===== src/rtl/usbtx_pkg.sv =====
// Shared constants for the low-speed USB device transmit packet layer.
// Used by usbtx_crc and usb_low_speed_device_tx_mac; no dependencies.
package usbtx_pkg;

  // Input item kinds (tuser of the input channel).
  localparam logic [2:0] KIND_LOAD   = 3'd0;
  localparam logic [2:0] KIND_SETUP  = 3'd1;
  localparam logic [2:0] KIND_OUT    = 3'd2;
  localparam logic [2:0] KIND_DATA0  = 3'd3;
  localparam logic [2:0] KIND_DATA1  = 3'd4;
  localparam logic [2:0] KIND_ACK    = 3'd5;
  localparam logic [2:0] KIND_SEND   = 3'd6;
  localparam logic [2:0] KIND_UNUSED = 3'd7;

  // Result item kinds (tuser of the output channel).
  localparam logic [2:0] RES_BYTE    = 3'd0;
  localparam logic [2:0] RES_ENDED   = 3'd1;
  localparam logic [2:0] RES_STARTED = 3'd2;
  localparam logic [2:0] RES_BUSY    = 3'd3;
  localparam logic [2:0] RES_CONFIG  = 3'd4;

  localparam logic [7:0] PID_DATA0 = 8'hC3;
  localparam logic [7:0] PID_DATA1 = 8'h4B;

  localparam logic [7:0] REQ_TYPE_STD    = 8'h00;
  localparam logic [7:0] REQ_ASSIGN_ADDR = 8'd5;
  localparam logic [7:0] REQ_SET_CONFIG  = 8'd9;

  localparam logic [15:0] CRC_INIT = 16'hFFFF;
  localparam logic [15:0] CRC_POLY = 16'hA001;

  localparam int MAX_PACKET = 8;

endpackage


===== src/rtl/usbtx_crc.sv =====
// Reflected CRC-16 accumulator, one byte per cycle while en is high.
// Depends on usbtx_pkg for the polynomial and initial value.
module usbtx_crc
  import usbtx_pkg::*;
(
  input  logic        clk,
  input  logic        init,
  input  logic        en,
  input  logic [7:0]  data,
  output logic [15:0] crc
);

  logic [15:0] crc_r;
  logic [15:0] crc_nxt;

  always_comb begin
    crc_nxt = crc_r;
    for (int i = 0; i < 8; i++) begin
      if (crc_nxt[0] ^ data[i]) begin
        crc_nxt = (crc_nxt >> 1) ^ CRC_POLY;
      end else begin
        crc_nxt = crc_nxt >> 1;
      end
    end
  end

  always_ff @(posedge clk) begin
    if (init) begin
      crc_r <= CRC_INIT;
    end else if (en) begin
      crc_r <= crc_nxt;
    end
  end

  assign crc = crc_r;

endmodule


===== src/rtl/usb_low_speed_device_tx_mac.sv =====
// Low-speed USB device transmit packet layer: transmit store, toggles, packets.
// The result sequencer emits one byte or notice per cycle while the output is
// not stalled by out_tready; one item is worked at a time. Reset (synchronous,
// rst_n low) clears toggles, address and transfer cursor; the transmit store is
// not cleared. Depends on usbtx_pkg, usbtx_crc.
module usb_low_speed_device_tx_mac
  import usbtx_pkg::*;
#(
  parameter int STORE_DEPTH    = 256,
  parameter int ENDPOINT_COUNT = 16
) (
  input  logic        clk,
  input  logic        rst_n,
  input  logic        in_tvalid,
  output logic        in_tready,
  // endpoint[3:0], buffer_index[11:4], byte_in[19:12], send_length[28:20],
  // request_type[36:29], request_code[44:37], request_value[60:45],
  // request_length[76:61], response_length[85:77], zero fill above
  input  logic [87:0] in_tdata,
  input  logic [2:0]  in_tuser,   // kind[2:0]
  output logic        out_tvalid,
  input  logic        out_tready,
  // byte_out[7:0], endpoint_out[11:8], status[12], number[28:13], zero fill above
  output logic [31:0] out_tdata,
  output logic [2:0]  out_tuser,  // result_kind[2:0]
  output logic        out_tlast
);

  localparam int AW = $clog2(STORE_DEPTH);

  typedef enum logic [3:0] {
    ST_IDLE, ST_CFG, ST_END, ST_BUILD, ST_DATA, ST_CRC_LO, ST_CRC_HI, ST_PID, ST_NOTE
  } state_t;

  typedef enum logic [1:0] {PH_NONE, PH_SETUP, PH_OUT} phase_t;

  // Input fields.
  logic [3:0]  f_ep;
  logic [7:0]  f_bidx, f_byte, f_rtype, f_rcode;
  logic [8:0]  f_slen, f_resp;
  logic [15:0] f_rval, f_rlen;

  assign f_ep    = in_tdata[3:0];
  assign f_bidx  = in_tdata[11:4];
  assign f_byte  = in_tdata[19:12];
  assign f_slen  = in_tdata[28:20];
  assign f_rtype = in_tdata[36:29];
  assign f_rcode = in_tdata[44:37];
  assign f_rval  = in_tdata[60:45];
  assign f_rlen  = in_tdata[76:61];
  assign f_resp  = in_tdata[85:77];

  state_t state_r, state_nxt;
  phase_t phase_r, phase_nxt;
  logic [ENDPOINT_COUNT-1:0] tog_r, tog_nxt;
  logic [3:0]  tok_ep_r, tok_ep_nxt, snd_ep_r, snd_ep_nxt;
  logic [6:0]  addr_r, addr_nxt;
  logic signed [17:0] left_r, left_nxt, allow_r, allow_nxt;
  logic [15:0] off_r, off_nxt;
  logic        active_r, active_nxt, pend_r, pend_nxt;
  logic [3:0]  end_ep_r, end_ep_nxt;
  logic        end_st_r, end_st_nxt, end_last_r, end_last_nxt;
  logic        end_again_r, end_again_nxt, end_build_r, end_build_nxt;
  logic        start_r, start_nxt;
  logic [2:0]  note_kind_r, note_kind_nxt;
  logic [3:0]  note_ep_r, note_ep_nxt;
  logic [15:0] note_num_r, note_num_nxt;
  logic [3:0]  cnt_r, cnt_nxt, plen_r, plen_nxt;

  logic        out_valid_r;
  logic [31:0] out_data_r;
  logic [2:0]  out_user_r;
  logic        out_last_r;

  // Transmit store.
  logic [7:0]    mem [STORE_DEPTH];
  logic [7:0]    rd_q;
  logic [AW-1:0] rd_addr;
  logic          wr_en;

  logic        crc_init, crc_en;
  logic [15:0] crc;

  logic        accept, emit_ok, emit_v;
  logic [2:0]  e_kind;
  logic [7:0]  e_byte;
  logic [3:0]  e_ep;
  logic        e_st, e_last;
  logic [15:0] e_num;

  logic [15:0] tok_mask;
  logic        tok_hit;
  logic signed [17:0] left_sub, allow_sub;
  logic [3:0]  n_pkt;
  logic [15:0] resp_len;

  assign accept  = in_tvalid && in_tready;
  assign emit_ok = !out_valid_r || out_tready;

  function automatic logic [15:0] ep_mask(input logic [3:0] ep);
    logic [15:0] m;
    m = 16'd1 << ep;
    if ({1'b0, ep} >= 5'(ENDPOINT_COUNT)) begin
      m = '0;
    end
    return m;
  endfunction

  assign tok_mask = ep_mask(tok_ep_r);
  assign tok_hit  = |(tog_r & tok_mask[ENDPOINT_COUNT-1:0]);

  assign left_sub  = left_r - 18'(MAX_PACKET);
  assign allow_sub = allow_r - 18'(MAX_PACKET);

  always_comb begin
    n_pkt = (left_r > 18'(MAX_PACKET)) ? 4'(MAX_PACKET) : left_r[3:0];
    if (allow_r < $signed({14'd0, n_pkt})) begin
      n_pkt = allow_r[3:0];
    end
  end

  // Standard requests that assign the address or choose a configuration return nothing.
  always_comb begin
    resp_len = {7'd0, f_resp};
    if (f_rtype == REQ_TYPE_STD &&
        (f_rcode == REQ_ASSIGN_ADDR || f_rcode == REQ_SET_CONFIG)) begin
      resp_len = '0;
    end
  end

  always_comb begin
    state_nxt     = state_r;
    phase_nxt     = phase_r;
    tog_nxt       = tog_r;
    tok_ep_nxt    = tok_ep_r;
    snd_ep_nxt    = snd_ep_r;
    addr_nxt      = addr_r;
    left_nxt      = left_r;
    allow_nxt     = allow_r;
    off_nxt       = off_r;
    active_nxt    = active_r;
    pend_nxt      = pend_r;
    end_ep_nxt    = end_ep_r;
    end_st_nxt    = end_st_r;
    end_last_nxt  = end_last_r;
    end_again_nxt = end_again_r;
    end_build_nxt = end_build_r;
    start_nxt     = start_r;
    note_kind_nxt = note_kind_r;
    note_ep_nxt   = note_ep_r;
    note_num_nxt  = note_num_r;
    cnt_nxt       = cnt_r;
    plen_nxt      = plen_r;
    wr_en         = 1'b0;
    crc_init      = 1'b0;
    crc_en        = 1'b0;
    emit_v        = 1'b0;
    e_kind        = RES_BYTE;
    e_byte        = '0;
    e_ep          = snd_ep_r;
    e_st          = 1'b0;
    e_num         = '0;
    e_last        = 1'b0;

    unique case (state_r)
      ST_IDLE: begin
        if (accept) begin
          // Every ended notice reports the endpoint the cursor belonged to.
          end_ep_nxt    = snd_ep_r;
          end_again_nxt = 1'b0;
          end_build_nxt = 1'b0;
          start_nxt     = 1'b0;
          priority case (in_tuser)
            KIND_LOAD: begin
              wr_en = 1'b1;
            end
            KIND_SETUP: begin
              phase_nxt    = PH_SETUP;
              tok_ep_nxt   = f_ep;
              end_st_nxt   = 1'b1;
              end_last_nxt = 1'b1;
              left_nxt     = '0;
              allow_nxt    = '0;
              off_nxt      = '0;
              active_nxt   = 1'b0;
              pend_nxt     = 1'b0;
              state_nxt    = ST_END;
            end
            KIND_OUT: begin
              tok_ep_nxt = f_ep;
              phase_nxt  = PH_OUT;
            end
            KIND_DATA0, KIND_DATA1: begin
              if (in_tuser == KIND_DATA0) begin
                tog_nxt = tog_r | tok_mask[ENDPOINT_COUNT-1:0];
              end else begin
                tog_nxt = tog_r & ~tok_mask[ENDPOINT_COUNT-1:0];
              end
              if (phase_r == PH_SETUP) begin
                if (f_rtype == REQ_TYPE_STD && f_rcode == REQ_ASSIGN_ADDR) begin
                  addr_nxt = f_rval[6:0];
                end
                note_kind_nxt = RES_CONFIG;
                note_ep_nxt   = tok_ep_r;
                note_num_nxt  = f_rval;
                end_st_nxt    = 1'b1;
                end_last_nxt  = 1'b0;
                end_build_nxt = 1'b1;
                snd_ep_nxt    = tok_ep_r;
                left_nxt      = $signed({2'd0, resp_len});
                allow_nxt     = $signed({2'd0, f_rlen});
                off_nxt       = '0;
                active_nxt    = 1'b1;
                pend_nxt      = 1'b0;
                phase_nxt     = PH_NONE;
                if (f_rtype == REQ_TYPE_STD && f_rcode == REQ_SET_CONFIG) begin
                  state_nxt = ST_CFG;
                end else begin
                  state_nxt = ST_END;
                end
              end
            end
            KIND_ACK: begin
              tog_nxt   = tog_r ^ tok_mask[ENDPOINT_COUNT-1:0];
              pend_nxt  = 1'b0;
              end_st_nxt = 1'b0;
              if (left_sub < 0 || allow_sub < 0) begin
                // Overrun: the cursor is cleared twice, so two ended notices.
                left_nxt      = '0;
                allow_nxt     = '0;
                off_nxt       = '0;
                active_nxt    = 1'b0;
                end_again_nxt = 1'b1;
                end_last_nxt  = 1'b0;
                if (phase_r != PH_SETUP) begin
                  phase_nxt = PH_NONE;
                end
                state_nxt = ST_END;
              end else if (active_r) begin
                left_nxt  = left_sub;
                allow_nxt = allow_sub;
                off_nxt   = off_r + 16'(MAX_PACKET);
                state_nxt = ST_BUILD;
              end else begin
                left_nxt     = '0;
                allow_nxt    = '0;
                off_nxt      = '0;
                end_last_nxt = 1'b1;
                state_nxt    = ST_END;
              end
            end
            KIND_SEND: begin
              note_ep_nxt = f_ep;
              if (active_r || addr_r == 7'd0 || pend_r) begin
                note_kind_nxt = RES_BUSY;
                note_num_nxt  = '0;
                state_nxt     = ST_NOTE;
              end else begin
                note_kind_nxt = RES_STARTED;
                note_num_nxt  = {7'd0, f_slen};
                end_st_nxt    = 1'b1;
                end_last_nxt  = 1'b0;
                end_build_nxt = 1'b1;
                start_nxt     = 1'b1;
                snd_ep_nxt    = f_ep;
                left_nxt      = $signed({9'd0, f_slen});
                allow_nxt     = $signed({9'd0, f_slen});
                off_nxt       = '0;
                active_nxt    = 1'b1;
                pend_nxt      = 1'b0;
                state_nxt     = ST_END;
              end
            end
            default: begin
            end
          endcase
        end
      end

      ST_CFG: begin
        emit_v = emit_ok;
        e_kind = note_kind_r;
        e_ep   = note_ep_r;
        e_num  = note_num_r;
        if (emit_ok) begin
          state_nxt = ST_END;
        end
      end

      ST_END: begin
        emit_v = emit_ok;
        e_kind = RES_ENDED;
        e_ep   = end_ep_r;
        e_st   = end_st_r;
        e_last = end_last_r;
        if (emit_ok) begin
          if (end_again_r) begin
            end_again_nxt = 1'b0;
            end_st_nxt    = 1'b0;
            end_last_nxt  = 1'b1;
          end else if (end_build_r) begin
            state_nxt = ST_BUILD;
          end else if (start_r) begin
            state_nxt = ST_NOTE;
          end else begin
            state_nxt = ST_IDLE;
          end
        end
      end

      ST_BUILD: begin
        crc_init = 1'b1;
        cnt_nxt  = '0;
        pend_nxt = 1'b1;
        if (left_r == 0 || allow_r == 0) begin
          if (snd_ep_r != 4'd0) begin
            left_nxt      = '0;
            allow_nxt     = '0;
            off_nxt       = '0;
            active_nxt    = 1'b0;
            pend_nxt      = 1'b0;
            end_ep_nxt    = snd_ep_r;
            end_st_nxt    = 1'b0;
            end_last_nxt  = !start_r;
            end_build_nxt = 1'b0;
            state_nxt     = ST_END;
          end else begin
            // Zero-length packet: the inverted initial CRC is all zeros.
            plen_nxt  = '0;
            state_nxt = ST_CRC_LO;
          end
        end else begin
          plen_nxt  = n_pkt;
          state_nxt = ST_DATA;
        end
      end

      ST_DATA: begin
        emit_v = emit_ok;
        e_byte = rd_q;
        if (emit_ok) begin
          crc_en  = 1'b1;
          cnt_nxt = cnt_r + 4'd1;
          if (cnt_r + 4'd1 == plen_r) begin
            state_nxt = ST_CRC_LO;
          end
        end
      end

      ST_CRC_LO: begin
        emit_v = emit_ok;
        e_byte = ~crc[7:0];
        if (emit_ok) begin
          state_nxt = ST_CRC_HI;
        end
      end

      ST_CRC_HI: begin
        emit_v = emit_ok;
        e_byte = ~crc[15:8];
        if (emit_ok) begin
          state_nxt = ST_PID;
        end
      end

      ST_PID: begin
        emit_v = emit_ok;
        e_byte = tok_hit ? PID_DATA1 : PID_DATA0;
        e_last = !start_r;
        if (emit_ok) begin
          state_nxt = start_r ? ST_NOTE : ST_IDLE;
        end
      end

      ST_NOTE: begin
        emit_v = emit_ok;
        e_kind = note_kind_r;
        e_ep   = note_ep_r;
        e_num  = note_num_r;
        e_last = 1'b1;
        if (emit_ok) begin
          state_nxt = ST_IDLE;
        end
      end

      default: begin
        state_nxt = ST_IDLE;
      end
    endcase
  end

  // The read address follows the next byte count, so rd_q always holds
  // the byte at the current count.
  assign rd_addr = AW'(off_r + {12'd0, cnt_nxt});

  always_ff @(posedge clk) begin
    if (wr_en) begin
      mem[AW'(f_bidx)] <= f_byte;
    end
    rd_q <= mem[rd_addr];
  end

  usbtx_crc u_crc (
    .clk  (clk),
    .init (crc_init),
    .en   (crc_en),
    .data (rd_q),
    .crc  (crc)
  );

  always_ff @(posedge clk) begin
    if (!rst_n) begin
      state_r     <= ST_IDLE;
      phase_r     <= PH_NONE;
      tog_r       <= '0;
      tok_ep_r    <= '0;
      snd_ep_r    <= '0;
      addr_r      <= '0;
      left_r      <= '0;
      allow_r     <= '0;
      off_r       <= '0;
      active_r    <= 1'b0;
      pend_r      <= 1'b0;
      start_r     <= 1'b0;
      end_again_r <= 1'b0;
      end_build_r <= 1'b0;
      out_valid_r <= 1'b0;
    end else begin
      state_r     <= state_nxt;
      phase_r     <= phase_nxt;
      tog_r       <= tog_nxt;
      tok_ep_r    <= tok_ep_nxt;
      snd_ep_r    <= snd_ep_nxt;
      addr_r      <= addr_nxt;
      left_r      <= left_nxt;
      allow_r     <= allow_nxt;
      off_r       <= off_nxt;
      active_r    <= active_nxt;
      pend_r      <= pend_nxt;
      start_r     <= start_nxt;
      end_again_r <= end_again_nxt;
      end_build_r <= end_build_nxt;
      if (emit_v) begin
        out_valid_r <= 1'b1;
      end else if (out_tready) begin
        out_valid_r <= 1'b0;
      end
    end
  end

  always_ff @(posedge clk) begin
    end_ep_r    <= end_ep_nxt;
    end_st_r    <= end_st_nxt;
    end_last_r  <= end_last_nxt;
    note_kind_r <= note_kind_nxt;
    note_ep_r   <= note_ep_nxt;
    note_num_r  <= note_num_nxt;
    cnt_r       <= cnt_nxt;
    plen_r      <= plen_nxt;
    if (emit_v) begin
      out_data_r <= {3'd0, e_num, e_st, e_ep, e_byte};
      out_user_r <= e_kind;
      out_last_r <= e_last;
    end
  end

  assign in_tready  = (state_r == ST_IDLE);
  assign out_tvalid = out_valid_r;
  assign out_tdata  = out_data_r;
  assign out_tuser  = out_user_r;
  assign out_tlast  = out_last_r;

endmodule

===== config.mk =====
export PLATFORM = sky130hd
export DESIGN_NAME = usb_low_speed_device_tx_mac
export DESIGN_NICKNAME = d
export VERILOG_FILES = /design/src/rtl/usbtx_pkg.sv /design/src/rtl/usbtx_crc.sv /design/src/rtl/usb_low_speed_device_tx_mac.sv
export SDC_FILE = /design/constraint.sdc
export NUM_CORES = 2
export LEC_CHECK = 0
export BUFFER_PORTS_ARGS = -buffer_cell sky130_fd_sc_hd__clkbuf_2
export CORE_MARGIN = 2
export CORE_UTILIZATION = 30
export DETAILED_ROUTE_END_ITERATION = 8
export HOLD_SLACK_MARGIN = 0.12
export PLACE_DENSITY = 0.51
export SETUP_SLACK_MARGIN = 0.4
export SYNTH_ARGS = -nofsm -noshare
export SYNTH_HDL_FRONTEND = slang
export SYNTH_SLANG_ARGS = --single-unit

===== constraint.sdc =====
create_clock -name clk -period 8.45 [get_ports clk]
set_clock_uncertainty 0.2 [all_clocks]
set_input_delay 0.4225 -clock clk [delete_from_list [all_inputs] [get_ports clk]]
set_output_delay 0.4225 -clock clk [all_outputs]
set_load 0.05 [all_outputs]

# After elaboration in Yosys (flattened, before gate mapping)
# Memory sizes are Yosys's and may differ from the RTL's. A register that Yosys moved wholly into a read port is not among the register bits.
# Index checks and enable logic that the tools add are counted.
[word_totals]
elab_cells = 290
n_memories = 1
ramBits = 2048
in_bits = 95
out_inout_bits = 38
register_bits = 181
[memory_table]
columns = ["memory", "depth", "word_bits", "read_ports", "rd_clocked_by_memory_dff", "wr", "line_no", "text"]
rows = [
  ["mem", 256, 8, 1, 1, 1, "usb_low_speed_device_tx_mac.sv:76", "logic [7:0] mem [STORE_DEPTH];"],
]
[op_classes]
muxes = 136
order_cmp = 4
shift = 1
n_addsub = 5
n_reduce_logical = 48
eq_ne = 43
n_bitwise = 23
[ops]
columns = ["cell", "n"]
rows = [
  ["$mux W16", 17],
  ["$mux W18", 11],
  ["$pmux W18 S4", 2],
  ["$mux W4", 25],
  ["$pmux W16 S2", 3],
  ["$pmux W18 S2", 2],
  ["$logic_not A32 Y1", 2],
  ["$pmux W16 S4", 1],
  ["$mux W1", 43],
  ["$pmux W4 S2", 5],
  ["$lt A18 B1 Y1 const B", 2],
  ["$pmux W4 S9", 1],
  ["$sub A18 B5 Y18 const B", 2],
  ["$ne A2 B2 Y1 const B", 17],
  ["$and A16 B16 Y16", 2],
  ["$pmux W8 S4", 1],
  ["$not A2 Y3", 8],
  ["$gt A18 B5 Y1 const B", 1],
  ["$lt A18 B5 Y1", 1],
  ["$mux W9", 2],
  ["$add A16 B4 Y16 const B", 1],
  ["$eq A4 B3 Y1 const B", 4],
  ["$not A16 Y16", 1],
  ["$not A8 Y8", 2],
  ["53 further kinds", 104],
]

# Depth between registers and ports, before layout
[depth]
ltp_word = 16
mapped_depth = 19
mapped_depth_nobuf = 14

# Hierarchy
# Synthesis repeated with hierarchy kept, for this count alone.
[unflattened]
cells_unflattened = 4900
area_unflattened_um2 = 88457.3
[modules_own_cells]
columns = ["module", "seq_area_each_um2", "area_each_um2", "n_inst", "cells_each"]
rows = [
  ["usb_low_speed_device_tx_mac", 65402.7, 87589.0, 1, 4817],
  ["usbtx_crc", 320.3, 868.3, 1, 83],
]

# Worst setup path before layout
# OpenSTA, ideal clock, no wires.
[synth_path]
path_type = "register to register"
startpoint = "reg out_valid_r (netlist: out_tvalid)"
endpoint = "reg rd_q[0] (read register of mem)"
synth_period_minus_slack_ns = 4.352
required_time_ns = 8.123
slack_ns = 4.098
path_stages_with_launch = 16
setup_ns = 0.127
n_path_buf = 6
t_arrival_ns = 4.025
cell_sequence = "dfxtp_1 > nor2b_1 > buf_1 > nor2_1 > clkbuf_1 > o21ai_0 > ha_1 > clkbuf_1 > clkbuf_1 > clkbuf_1 > clkbuf_1 > mux4_2 > nand2_1 > nand3_1 > a41oi_1 > nor4_1"
[synth_between]
elab_chain_cells = 5
[synth_lines]
columns = ["element", "line_no", "text"]
rows = [
  ["start: declaration", "usb_low_speed_device_tx_mac.sv:70", "logic out_valid_r;"],
  ["start signal: assignment", "usb_low_speed_device_tx_mac.sv:427", "out_valid_r <= 1'b0;"],
  ["start signal: assignment", "usb_low_speed_device_tx_mac.sv:444", "out_valid_r <= 1'b1;"],
  ["start signal: assignment", "usb_low_speed_device_tx_mac.sv:446", "out_valid_r <= 1'b0;"],
  ["$logic_not A1 Y1", "usb_low_speed_device_tx_mac.sv:98", "assign emit_ok = !out_valid_r || out_tready;"],
  ["$logic_or A1 B1 Y1", "usb_low_speed_device_tx_mac.sv:98", ""],
  ["$mux W4", "usb_low_speed_device_tx_mac.sv:341", "if (emit_ok) begin"],
  ["$pmux W4 S2", "usb_low_speed_device_tx_mac.sv:165", "unique case (state_r)"],
  ["via cnt_nxt[1]", "usb_low_speed_device_tx_mac.sv:68", "logic [3:0] cnt_r, cnt_nxt, plen_r, plen_nxt;"],
  ["$add A8 B4 Y8", "usb_low_speed_device_tx_mac.sv:394", "assign rd_addr = AW'(off_r + {12'd0, cnt_nxt});"],
  ["end: declaration", "usb_low_speed_device_tx_mac.sv:77", "logic [7:0] rd_q;"],
]
# The timed path passes the listed nets, and every way through them passes these cells.
# A chain may end at the register's enable or synchronous reset.

# Worst setup path after layout
[layout_path]
startpoint = "reg state_r[2]"
endpoint = "reg rd_q[6] (read register of mem)"
[layout_between]
elab_chain_cells = 3
elab_cells_between_ends = 4
classes_between = "add/sub (1); eq/ne (2); mux (1)"
[layout_lines]
columns = ["element", "line_no", "text"]
rows = [
  ["start: declaration", "usb_low_speed_device_tx_mac.sv:53", "state_t state_r, state_nxt;"],
  ["start signal: assignment", "usb_low_speed_device_tx_mac.sv:429", "state_r <= state_nxt;"],
  ["$eq A4 B3 Y1 or $eq A4 B2 Y1 (tied branches)", "usb_low_speed_device_tx_mac.sv:165", ""],
  ["$pmux W4 S2 *", "usb_low_speed_device_tx_mac.sv:165", ""],
  ["via cnt_nxt[3]", "usb_low_speed_device_tx_mac.sv:68", ""],
  ["$add A8 B4 Y8 *", "usb_low_speed_device_tx_mac.sv:394", ""],
]
# Mark *: on every way through the listed nets, which the timed path passes. The rest lies on a longest branch.

==> flow_metrics.env <==
export IMPL_detail_route_wl_per_cell_um=26.31
export IMPL_clock_path_buffers=3
export IMPL_gp_congestion=0.8348
export IMPL_seqCellArea_um2=65720
export IMPL_number_of_warning_messages_in_the_yosys_log=0
export IMPL_slew_headroom_pct=16.29
export IMPL_clock_tree_from_tritoncts="yes"
export IMPL_worst_ir_drop_vdd_mv=0.2195
export IMPL_worst_setup_path_type="reg -> reg"
export IMPL_path_max_fanout=29
export IMPL_async_flop_share_pct=0
export IMPL_critical_path_endpoint_type="register"
export IMPL_post_route_period_util_pct=78.24
export IMPL_grt_setup_unrepaired="false"
export IMPL_timing_critical_path_max_delay_family="simple AND/OR/NAND/NOR gates"
export IMPL_timing_setup_tns_ns=0
export IMPL_syn_area_per_cell_um2=18.35
export IMPL_critPathLaunchType="register"
export IMPL_pin_count=133
export IMPL_cts_buffers_inserted=222
export IMPL_cts_htree_levels=4
export IMPL_effective_utilization_at_floorplan_pct=30.09
export IMPL_finalWorstPathRequiredPeriod_ns=6.611
export IMPL_drt_first_iter_violations=4563
export IMPL_clock_sinks=2226
export IMPL_required_ns=9.07
export IMPL_post_route_cells_drive_above_1_share_pct=20.71
export IMPL_synth_ff_type="sky130_fd_sc_hd__edfxtp_1"
export IMPL_critical_path_arrival_ns=7.23
export IMPL_post_synth_num_cell_types=82
export IMPL_fmaxAchievable_ghz=0.1513
export IMPL_grt_usage_pct=15.91
export IMPL_worst_path_buf_inv=2
export IMPL_cp_cell_sequence="nor4b_2 -> nand2_1 -> nand3_1 -> o21ai_0 -> ha_1 -> buf_4 -> nand2_1 -> a311oi_1 -> mux2i_1 -> nor2_2 -> buf_4 -> nor2_1 -> nand3_1 -> nand3_1 -> nor3_1 -> and4b_1"
export IMPL_place_hpwl_um=147400
export IMPL_run_status="finished, final reports clean"
export IMPL_multi_input_comb_area_um2=21240
export IMPL_fill_cells=27510
export IMPL_crit_path_max_incr_delay_ns=0.79
export IMPL_worst_skew_pair_late_latency_ns=0.88
export IMPL_seq_area_frac_synth_pct=74.40
export IMPL_finalSetupViolations=0
export IMPL_grt_pass1_wl_um=347100
export IMPL_finalNetCount=5242
export IMPL_hold_viol_final=0
export IMPL_syn2layout_area_growth_pct=15.38
export IMPL_dr_total_vias=46867
export IMPL_grt_start_max_net_pins=125
export IMPL_clk_pin_slew_ns=0.07
export IMPL_slowest_stage="sky130_fd_sc_hd__nor2_2"
export IMPL_core_area_um2=293600
export IMPL_critical_path_top_cell_by_count="sky130_fd_sc_hd__nand3_1"
export IMPL_synthesized_area_um2=88340
export IMPL_globalRouteOverflowTotal=0
export IMPL_clock_root_buffer="sky130_fd_sc_hd__clkbuf_16"
export IMPL_post_synth_inst_count=4813
export IMPL_power_per_cell_area_nw_per_um2=258.5
export IMPL_place_port_buffers=127
export IMPL_dieArea_um2=298800
export IMPL_via_to_cell_ratio=5.074
export IMPL_synth_edff_count=2114
export IMPL_grt_pass1_vias=47113
export IMPL_routed_wirelength_um=243000
export IMPL_final_antenna_net_count=0
export IMPL_height_of_the_die_um=546.7
export IMPL_dieWidth_um=546.7
export IMPL_hold_crit_class="in -> reg"
export IMPL_maxSlewViolCount=0
export IMPL_drv_cap=0
export IMPL_fp_row_count=199
export IMPL_cts_setup_buffers=0
export IMPL_drcViolationCount=0
export IMPL_leakage_nw=32.16
export IMPL_hold_worst_slack_ns=0.2057
export IMPL_initial_antenna_violation_count=18
export IMPL_tightest_slew_ns=1.242
export IMPL_synth_seq_cells=2226
export IMPL_drt_pre_antenna_iters=6
-- worst min-delay path: cells and delay by family --
family | cells | cell delay (ns)
buffers and inverters | 2 | 0.64
AND/OR/NAND/NOR | 1 | 0.12
-- sequential cells by signal (all words and copies together) (netlist names), 4 cells and up --
| name | count |
|---|---|
| mem | 2048 |
| out_tdata | 29 |
| allow_r | 18 |
| left_r | 18 |
| note_num_r | 16 |
| tog_r | 16 |
| u_crc.crc | 16 |
| rd_q | 8 |
| addr_r | 7 |
| off_r | 5 |
| cnt_r | 4 |
| end_ep_r | 4 |
| note_ep_r | 4 |
| plen_r | 4 |
| snd_ep_r | 4 |
| state_r | 4 |
| tok_ep_r | 4 |
-- kinds of logic after synthesis --
logic type / share of synthesized area, %
flops: 74.40
simple gates: 5.721
mux: 13.58
compound gates: 3.654
buf+inv: 1.759
xor+xnor: 0.5354
fa+ha+maj: 0.3541
other cells: 0.004245
-- timing repair --
| item | in CTS | in global routing |
|---|---|---|
| hold endpoints to repair | 832 | 0 |
| hold buffers | 126 | 0 |
| resized for setup | 0 | 0 |
-- stage by stage --
step	setup WS [ns]	util, %	power [mW]	cells	cell area [µm²]
after floorplan	4.098	-	15.61	4816	88350
after global placement	1.779	31.89	16.97	8691	93600
after CTS	1.783	34.72	26.61	9230	101900
after global routing	1.407	34.72	27.23	9233	101900
final	1.839	34.72	26.35	9237	101900
after detailed placement	1.834	31.89	16.96	8691	93600
-- layout by cell type (no fill, tap or decap), types with 12 or more instances in the layout --
cell type / Yosys / routed
sky130_fd_sc_hd__edfxtp_1: 2114 / 2114
sky130_fd_sc_hd__mux4_2: 493 / 493
sky130_fd_sc_hd__nor2_1: 440 / 436
sky130_fd_sc_hd__nand2_1: 388 / 385
sky130_fd_sc_hd__clkbuf_16: 0 / 225
sky130_fd_sc_hd__dlygate4sd3_1: 0 / 126
sky130_fd_sc_hd__clkbuf_2: 0 / 119
sky130_fd_sc_hd__o21ai_0: 115 / 113
sky130_fd_sc_hd__dfxtp_1: 112 / 112
sky130_fd_sc_hd__buf_4: 32 / 85
sky130_fd_sc_hd__o22ai_1: 74 / 74
sky130_fd_sc_hd__mux2i_1: 72 / 72
sky130_fd_sc_hd__nand3_1: 74 / 68
sky130_fd_sc_hd__a21oi_1: 63 / 62
sky130_fd_sc_hd__clkinv_1: 2 / 58
sky130_fd_sc_hd__clkinv_2: 0 / 50
sky130_fd_sc_hd__clkbuf_1: 173 / 43
sky130_fd_sc_hd__nand4_1: 42 / 42
sky130_fd_sc_hd__a22oi_1: 39 / 39
sky130_fd_sc_hd__nor3_1: 42 / 38
sky130_fd_sc_hd__and2_1: 33 / 33
sky130_fd_sc_hd__a32oi_1: 31 / 31
sky130_fd_sc_hd__a31oi_1: 30 / 30
sky130_fd_sc_hd__xnor2_1: 30 / 29
sky130_fd_sc_hd__inv_1: 26 / 26
sky130_fd_sc_hd__xor2_1: 24 / 24
sky130_fd_sc_hd__ha_1: 25 / 24
sky130_fd_sc_hd__or2_2: 21 / 21
sky130_fd_sc_hd__nor2b_1: 20 / 20
sky130_fd_sc_hd__nor4_1: 19 / 19
sky130_fd_sc_hd__bufinv_16: 0 / 18
sky130_fd_sc_hd__nand2b_1: 16 / 16
sky130_fd_sc_hd__a221oi_1: 16 / 16
sky130_fd_sc_hd__mux2_2: 15 / 15
sky130_fd_sc_hd__buf_12: 4 / 13
sky130_fd_sc_hd__a21boi_0: 12 / 12
-- power by group --
group	switching, mW	internal [mW]	total (mW)
Combinational	2.54	1.90	4.44
Sequential	0.0932	12.2	12.3
Clock	4.22	5.42	9.64
Total	6.86	19.5	26.3
-- worst paths after layout --
check,startpoint,to,slack (ns),cells after the start
max,state_r[2],rd_q[6],1.84,16
min reg2reg,tog_r[5],tog_r[5],0.28,2
max reg2reg,state_r[2],rd_q[6],1.84,16
min,in_tdata[55],note_num_r[10],0.21,3
-- synthesized netlist by cell type (all sizes together), types with 5 or more instances --
library cell	number	area share, %
a211oi	11	0.093
a21boi	12	0.10
a21oi	63	0.36
a221oi	16	0.16
a222oi	6	0.068
a22oi	39	0.33
a311oi	10	0.099
a31oi	30	0.21
a32oi	31	0.31
and2	33	0.23
and3	11	0.078
buf	96	0.90
clkbuf	173	0.74
dfxtp	112	2.5
edfxtp	2114	72
ha	25	0.35
inv	27	0.12
mux2	15	0.19
mux2i	72	0.82
mux4	493	13
nand2	388	1.6
nand2b	16	0.11
nand3	74	0.42
nand3b	7	0.059
nand4	42	0.30
nor2	441	1.9
nor2b	20	0.14
nor3	43	0.26
nor4	20	0.15
o2111ai	10	0.099
o211ai	8	0.068
o21ai	118	0.67
o22ai	74	0.52
o311ai	5	0.050
o31ai	6	0.051
or2	22	0.16
or3	5	0.035
or4	5	0.042
xnor2	30	0.30
xor2	24	0.24
-- final cells by class --
type                    instances  area share [%]
diodes                          7         0.01719
clock buffers                 269           5.696
clock inverters               144           1.220
inverters                      29          0.1228
multi-input cells            2292           20.84
flip-flops and latches       2226           64.48
well taps                    3919           4.811
repair buffers                351           2.820
-- per-layer routing --
metal	GRT usage (%)	wire length (µm)
met5	0	41
met4	4.104	5740
met3	2.690	14200
met2	25.65	116200
met1	22.29	106800
No activity file was read; power rests on OpenSTA's default activity.
